===== src/rtl/gamma_run_window_decoder_defines.svh =====
// assertion macros for the gamma run window decoder
`ifndef GAMMA_RUN_WINDOW_DECODER_DEFINES_SVH
`define GAMMA_RUN_WINDOW_DECODER_DEFINES_SVH

`ifndef SYNTHESIS
`define GRWD_ASSERT(label, clk, rst_n, prop) \
  label: assert property (@(posedge clk) disable iff (!rst_n) prop) \
    else $error("grwd assertion failed");
`define GRWD_ASSERT_NEXT(label, clk, rst_n, cond, prop) \
  label: assert property (@(posedge clk) disable iff (!rst_n) cond |=> prop) \
    else $error("grwd assertion failed");
`else
`define GRWD_ASSERT(label, clk, rst_n, prop)
`define GRWD_ASSERT_NEXT(label, clk, rst_n, cond, prop)
`endif

`endif


===== src/rtl/grwd_pkg.sv =====
package grwd_pkg;

  localparam int WindowBits = 16;
  localparam int NumCells   = 16;
  localparam int PosW       = 5;
  localparam int LenW       = 6;
  localparam int SumW       = 8;

  typedef struct packed {
    logic [WindowBits-1:0] window;
    logic [PosW-1:0]       pos;
    logic [PosW-1:0]       count;
    logic [SumW-1:0]       sum;
    logic [SumW-1:0]       odd_sum;
    logic                  done;
  } cell_state_t;

endpackage


===== src/rtl/grwd_cell.sv =====
`include "gamma_run_window_decoder_defines.svh"

module grwd_cell (
  input  logic                clk,
  input  logic                rst_n,
  input  logic                adv,
  input  logic                prev_valid,
  input  grwd_pkg::cell_state_t prev_state,
  output logic                valid_r,
  output grwd_pkg::cell_state_t state_r
);
  import grwd_pkg::*;

  logic [WindowBits-1:0] aligned;
  logic [PosW-1:0]       zeros;
  logic [LenW-1:0]       len;
  logic [PosW-1:0]       remaining;
  logic [LenW-1:0]       shamt;
  logic [SumW-1:0]       value;
  logic                  fits;
  cell_state_t           state_nxt;

  // highest set bit wins, no set bit gives sixteen zeros
  function automatic logic [PosW-1:0] lead_zeros(input logic [WindowBits-1:0] v);
    logic [PosW-1:0] z;
    z = PosW'(WindowBits);
    for (int i = 0; i < WindowBits; i++) begin
      if (v[i]) begin
        z = PosW'(WindowBits - 1 - i);
      end
    end
    return z;
  endfunction

  always_comb begin
    aligned   = prev_state.window << prev_state.pos;
    zeros     = lead_zeros(aligned);
    len       = {zeros, 1'b1};
    remaining = PosW'(WindowBits) - prev_state.pos;
    fits      = !prev_state.done && (len <= {1'b0, remaining});
    shamt     = LenW'(WindowBits) - len;
    value     = SumW'(aligned >> shamt[PosW-1:0]);

    state_nxt = prev_state;
    if (fits) begin
      state_nxt.pos   = prev_state.pos + len[PosW-1:0];
      state_nxt.count = prev_state.count + PosW'(1);
      state_nxt.sum   = prev_state.sum + value;
      // count before this code is even, so this one is odd-numbered
      if (!prev_state.count[0]) begin
        state_nxt.odd_sum = prev_state.odd_sum + value;
      end
    end else begin
      state_nxt.done = 1'b1;
    end
  end

  always_ff @(posedge clk) begin
    if (!rst_n) begin
      valid_r <= 1'b0;
    end else if (adv) begin
      valid_r <= prev_valid;
    end
  end

  always_ff @(posedge clk) begin
    if (adv) begin
      state_r <= state_nxt;
    end
  end

  `GRWD_ASSERT(a_pos_in_window, clk, rst_n, valid_r |-> (state_r.pos <= PosW'(WindowBits)))
  `GRWD_ASSERT(a_count_le_pos, clk, rst_n, valid_r |-> (state_r.count <= state_r.pos))
  `GRWD_ASSERT_NEXT(a_done_sticky, clk, rst_n, adv && prev_valid && prev_state.done, state_r.done)
  `GRWD_ASSERT_NEXT(a_hold_on_stall, clk, rst_n, !adv, $stable(valid_r) && $stable(state_r))

endmodule


===== src/rtl/gamma_run_window_decoder.sv =====
// an accepted window moves through the cell registers in order to its result word on the out_ ports
// throughput: one window per cycle unless the output stalls; the chain of 16 decode cells advances as one
// each cell decodes at most one gamma code, the last cell's register is the output word
// the whole chain holds while a finished word is stalled at the output
// reset: synchronous active-low rst_n clears the cell valid bits, payload is not reset
module gamma_run_window_decoder (
  input  logic                          clk,
  input  logic                          rst_n,
  input  logic                          in_valid,
  output logic                          in_stall,
  input  logic [grwd_pkg::WindowBits-1:0] in_window,
  output logic                          out_valid,
  input  logic                          out_stall,
  output logic [grwd_pkg::PosW-1:0]     out_run_count,
  output logic [grwd_pkg::PosW-1:0]     out_bits_used,
  output logic [grwd_pkg::SumW-1:0]     out_value_sum,
  output logic [grwd_pkg::SumW-1:0]     out_odd_run_sum
);
  import grwd_pkg::*;

  logic        adv;
  logic        valid_chain [NumCells+1];
  cell_state_t state_chain [NumCells+1];

  assign adv      = !(valid_chain[NumCells] && out_stall);
  assign in_stall = !adv;

  always_comb begin
    valid_chain[0]         = in_valid;
    state_chain[0]         = '0;
    state_chain[0].window  = in_window;
  end

  for (genvar g = 0; g < NumCells; g++) begin : g_cell
    grwd_cell u_cell (
      .clk        (clk),
      .rst_n      (rst_n),
      .adv        (adv),
      .prev_valid (valid_chain[g]),
      .prev_state (state_chain[g]),
      .valid_r    (valid_chain[g+1]),
      .state_r    (state_chain[g+1])
    );
  end

  assign out_valid       = valid_chain[NumCells];
  assign out_run_count   = state_chain[NumCells].count;
  assign out_bits_used   = state_chain[NumCells].pos;
  assign out_value_sum   = state_chain[NumCells].sum;
  assign out_odd_run_sum = state_chain[NumCells].odd_sum;

endmodule


===== config.mk =====
export PLATFORM = sky130hd
export DESIGN_NAME = gamma_run_window_decoder
export DESIGN_NICKNAME = d
export VERILOG_FILES = /design/src/rtl/grwd_pkg.sv /design/src/rtl/grwd_cell.sv /design/src/rtl/gamma_run_window_decoder.sv
export VERILOG_INCLUDE_DIRS = /design/src /design/src/rtl
export SDC_FILE = /design/constraint.sdc
export NUM_CORES = 2
export LEC_CHECK = 0
export ABC_AREA = 1
export BUFFER_PORTS_ARGS = -buffer_cell sky130_fd_sc_hd__buf_4
export CAP_MARGIN = 0
export CORE_ASPECT_RATIO = 2
export CORE_MARGIN = 5
export CORE_UTILIZATION = 60
export DETAILED_ROUTE_END_ITERATION = 6
export PLACE_DENSITY = 0.86
export RECOVER_POWER = 50
export REMOVE_ABC_BUFFERS = 1
export SLEW_MARGIN = 20
export SYNTH_ARGS = -nofsm -noshare
export SYNTH_HDL_FRONTEND = slang
export SYNTH_SLANG_ARGS = --single-unit

===== constraint.sdc =====
create_clock -name clk -period 53.7 [get_ports clk]
set_clock_uncertainty 0.05 [all_clocks]
set_input_delay 10.74 -clock clk [delete_from_list [all_inputs] [get_ports clk]]
set_output_delay 10.74 -clock clk [all_outputs]
set_load 0.005 [all_outputs]

# Yosys cells after proc, flatten, opt, wreduce, memory -nomap -nowiden

Cells that the tools add are included.
Widths: inputs -> output; s select.

Latch bits: 0
Bits in writable memories: 0
Output and inout bits: 28
Memory bits (read-only): 0
Flip-flop bits (word level): 679
Bits of input ports: 20
Logic and storage cells: 566
Memories kept: 0

Magnitude comparators: 16
$add $sub $neg: 90
Reduce and logical (&&, ||, !) cells: 31
Div/mod/pow operators: 0
Eq/ne operators: 0
$mul: 0
Multiplexer cells: 288
Bitwise operators: 0
Shift operators: 31

Operators by type and width:

| cell                | number |
|---|---|
| $mux 5              | 256 |
| $mux 26             | 15 |
| $shr 16x5->8        | 16 |
| $shl 16x5->16       | 15 |
| $add 8x8->8         | 29 |
| $sub 5x5->5 const A | 31 |
| $mux 8              | 15 |
| $le 6x5->1          | 15 |
| $add 5x1->5 const B | 15 |
| $add 5x5->5         | 15 |
| $mux 22             | 1 |
| $logic_and 1x1->1   | 16 |
| $logic_not 1->1     | 15 |
| $le 6x5->1 const B  | 1 |
| $mux 1              | 1 |

# Longest topological paths before layout

Depth after elaboration: 22
Mapped depth: 44
Mapped depth without buffers: 42

# Cells and area by module

From an unflattened synthesis, not the netlist that was laid out.

Cells, all modules: 7480
Area, all modules: 60289.1 sq um

By module, submodules not included:

| module                             | cells each | area an instance (sq um) | times used | sequential area each (sq um) |
|---|---|---|---|---|
| grwd_cell at g_cell[11].u_cell ... | 466        | 3744.8                   | 8          | 1311.3 |
| grwd_cell at g_cell[6].u_cell ...  | 474        | 3862.5                   | 3          | 1311.3 |
| grwd_cell at g_cell[0].u_cell ...  | 465        | 3724.8                   | 2          | 1311.3 |
| grwd_cell at g_cell[14].u_cell     | 463        | 3819.9                   | 1          | 1311.3 |
| grwd_cell at g_cell[7].u_cell      | 470        | 3761.1                   | 1          | 1311.3 |
| grwd_cell at g_cell[5].u_cell      | 464        | 3698.5                   | 1          | 1311.3 |
| gamma_run_window_decoder           | 3          | 13.8                     | 1          | 0.0 |

# Worst setup path after synthesis

No wires, ideal clock.

Path type: input to register
From: in out_stall
To: reg g_cell[0].u_cell.state_r[0] (netlist bit), enable pin
Data required time: 52.403 ns
Slack: 24.252 ns
Arrival time: 28.152 ns
Setup time: 1.247 ns
Buffers on the path: 1
Cell stages on the path: 2
Cells stage by stage: nand2_1 > clkbuf_1

Longest elaborated chain between the ends: 1

RTL lines:

| item                 | line                           | text |
|---|---|---|
| from (decl)          | gamma_run_window_decoder.sv:13 | `input logic out_stall,` |
| $logic_and 1x1->1    | gamma_run_window_decoder.sv:25 | `assign adv = !(valid_chain[NumCells] && out_stall);` |
| to (signal assigned) | grwd_cell.sv:68                | `state_r <= state_nxt;` |
| to (decl)            | grwd_cell.sv:10                | `output grwd_pkg::cell_state_t state_r` |

Every way passes these cells.
A chain may end at the register's enable or synchronous reset.

# Final worst setup path

From: in out_stall
To: out in_stall

Longest elaborated chain between the ends: 1

RTL lines:

| item              | line                           | text |
|---|---|---|
| $logic_and 1x1->1 | gamma_run_window_decoder.sv:25 |  |
| to (decl)         | gamma_run_window_decoder.sv:10 | `output logic in_stall,` |

Every way passes these cells.

==> impl_metrics.env <==
export IMPL_antenna_found_initial=0
export IMPL_post_cts_resized=0
export IMPL_core_um2=88820
export IMPL_violations="design-rule violations, max-capacitance violations, max-slew violations"
export IMPL_htreeDepth=3
export IMPL_start_kind="primary input"
export IMPL_gp_congestion=0.9679
export IMPL_cts_buffers=67
export IMPL_utilization_pct=63.08
export IMPL_grt_max_degree=182
export IMPL_dp_cells=8029
export IMPL_syn_inst=7012
export IMPL_cts_tree="built"
export IMPL_crit_type="in -> out"
export IMPL_ff2ff_path_depth=25
export IMPL_hold_end="g_cell[6].u_cell.state_r[42]$_DFFE_PN_"
export IMPL_hpwl_um=99360
export IMPL_hold_path_depth=0
export IMPL_vias_per_cell=5.798
export IMPL_dieArea_um2=95570
export IMPL_stdcell_count=8149
export IMPL_grt_pass1_vias=42240
export IMPL_cp_max_fo=47
export IMPL_grt_ovfl_total=0
export IMPL_reg2reg_slack_ps=46590
export IMPL_maxCapViolations=2
export IMPL_clkSinkCount=653
export IMPL_cp_data_required_time_ps=42910
export IMPL_path_clk_slew_ps=60
export IMPL_synth_top_area_cell="edfxtp_1"
export IMPL_clk_latency_ps=660
export IMPL_cts_root_buf="clkbuf_16"
export IMPL_die_w_um=221.1
export IMPL_first_pass_iters=7
export IMPL_ys_seq_area_share_pct=36.36
export IMPL_antenna_left=0
export IMPL_worstMarginPinSlew_ps=2624
export IMPL_drc=3
export IMPL_area_delta_synth_final_pct=4.754
export IMPL_r2r_start="g_cell[4].u_cell.state_r[22]$_DFFE_PN_"
export IMPL_wl_per_cell_um=16.36
export IMPL_min_from="g_cell[5].u_cell.state_r[42]$_DFFE_PN_"
export IMPL_synth_area_leaders="edfxtp_1, nand2_1, ha_1, o21ai_0, inv_1"
export IMPL_period_needed_ps=23960
export IMPL_synth_common_cells="nand2_1, inv_1, edfxtp_1"
export IMPL_reg2reg_to="g_cell[5].u_cell.state_r[6]$_DFFE_PN_"
export IMPL_final_period_utilization_pct=44.62
export IMPL_synthesis_area_um2=53480
export IMPL_drt_iter0_drc=5421
export IMPL_arrival_ps=13170
export IMPL_grt_setup_unrepaired="false"
export IMPL_yosys_warnings=0
export IMPL_synth_most_common_cell="nand2_1"
export IMPL_status="finished, violations left"
export IMPL_drive_gt1_share_pct=4.375
export IMPL_wirelength_um=133300
export IMPL_hp_class="reg -> reg"
export IMPL_setup_viol=0
export IMPL_ioPinCount=48
export IMPL_final_hold_violation_count=0
export IMPL_clockBufferDepth=3
export IMPL_io_buffer_count=47
export IMPL_hold_buffers=0
export IMPL_grt_pass1_wl_um=216000
export IMPL_cp_startpoint="out_stall"
export IMPL_setup_tns_final_ps=0
export IMPL_cts_setup_buffers=0
export IMPL_clock_fmax_mhz=41.74
export IMPL_synth_edf_count=637
export IMPL_synth_top_area_share_pct=35.77
export IMPL_synth_ff_latch_count=653
export IMPL_slew_violations=76
export IMPL_final_net_count=7322
export IMPL_slew_headroom_pct=-76.75
export IMPL_synth_cell_type_count=67
export IMPL_diodes=0
export IMPL_start_util_pct=60.21
export IMPL_fp_dieH_um=432.2
export IMPL_grt_total_usage_pct=26.98
export IMPL_whs_ps=421.0
export IMPL_via_count=47250
export IMPL_rows=155
export IMPL_endpoint_kind="output pin"
export IMPL_async_flop_share_pct=0
export IMPL_synthFlopType="edfxtp_1"
export IMPL_synth_area_per_cell_um2=7.627
-- registers in the layout (all words and copies together) (netlist names) --
name,count
g_cell.u_cell.valid_r,16
g_cell.u_cell.state_r,637
-- metal layers --
metal  vias to the layer above  global-route usage, %  share of wire [%]
li1                      23450                      -                  -
met1                     21600                  41.25                 46
met2                      1988                  40.66                 43
met3                       204                  3.721                8.8
met4                         0                  6.878                2.1
met5                         -                      0                  0
-- placed cells by master, fill, tap and decap left out, drive strengths merged, types with 36 or more instances in the layout --
cell	count
mux2	70
nand2	2059
clkinv	36
ha	337
a21oi	317
xnor2	86
o21ai	779
buf	43
clkbuf	94
nor2	523
xor2	180
o211ai	72
fa	44
nor3	67
nand3	467
edfxtp	637
nand4	68
inv	775
-- worst max-delay path by stage --
| stage | to | slack, ps |
|---|---|---|
| 6_report | in_stall | 29740 |
| 5_1_grt | in_stall | 29420 |
| 4_1_cts | in_stall | 30850 |
| 3_5_place_dp | in_stall | 30850 |
| 3_3_place_gp | in_stall | 30870 |
| 2_1_floorplan | in_stall | 13090 |
-- cell type report --
class	count	area [µm²]
fill	7777	32800
multi-input combinational	5360	29590
sequential	653	19450
inverter	778	2920
clock buffer	76	1774
tap	1177	1473
timing repair buffer	61	419.2
clock inverter	44	396.6
-- metrics by stage --
stage	instance area, µm²	setup WS, ps
CTS	56260	30850
detailed placement	54090	30850
floorplan	52120	13090
finish	56030	29740
global placement	54090	30870
global route	56030	29420
-- cell families after synthesis --
family	share of synthesized area (%)
AO/OA/AOI/OAI	14.24
XOR/XNOR	4.356
adder cells (fa/ha/maj)	9.531
buffers and inverters	8.003
flip-flops	36.36
multiplexers	2.073
other	0.007012
AND/OR/NAND/NOR	25.42
-- critical path: stages --
cell      delay, ps
clkbuf_4        110
nand2_1        1100
clkinv_1        850
buf_4           360
Power is not shown: default switching activity piles up to over one toggle a cycle in this logic, so the estimate is an artifact.
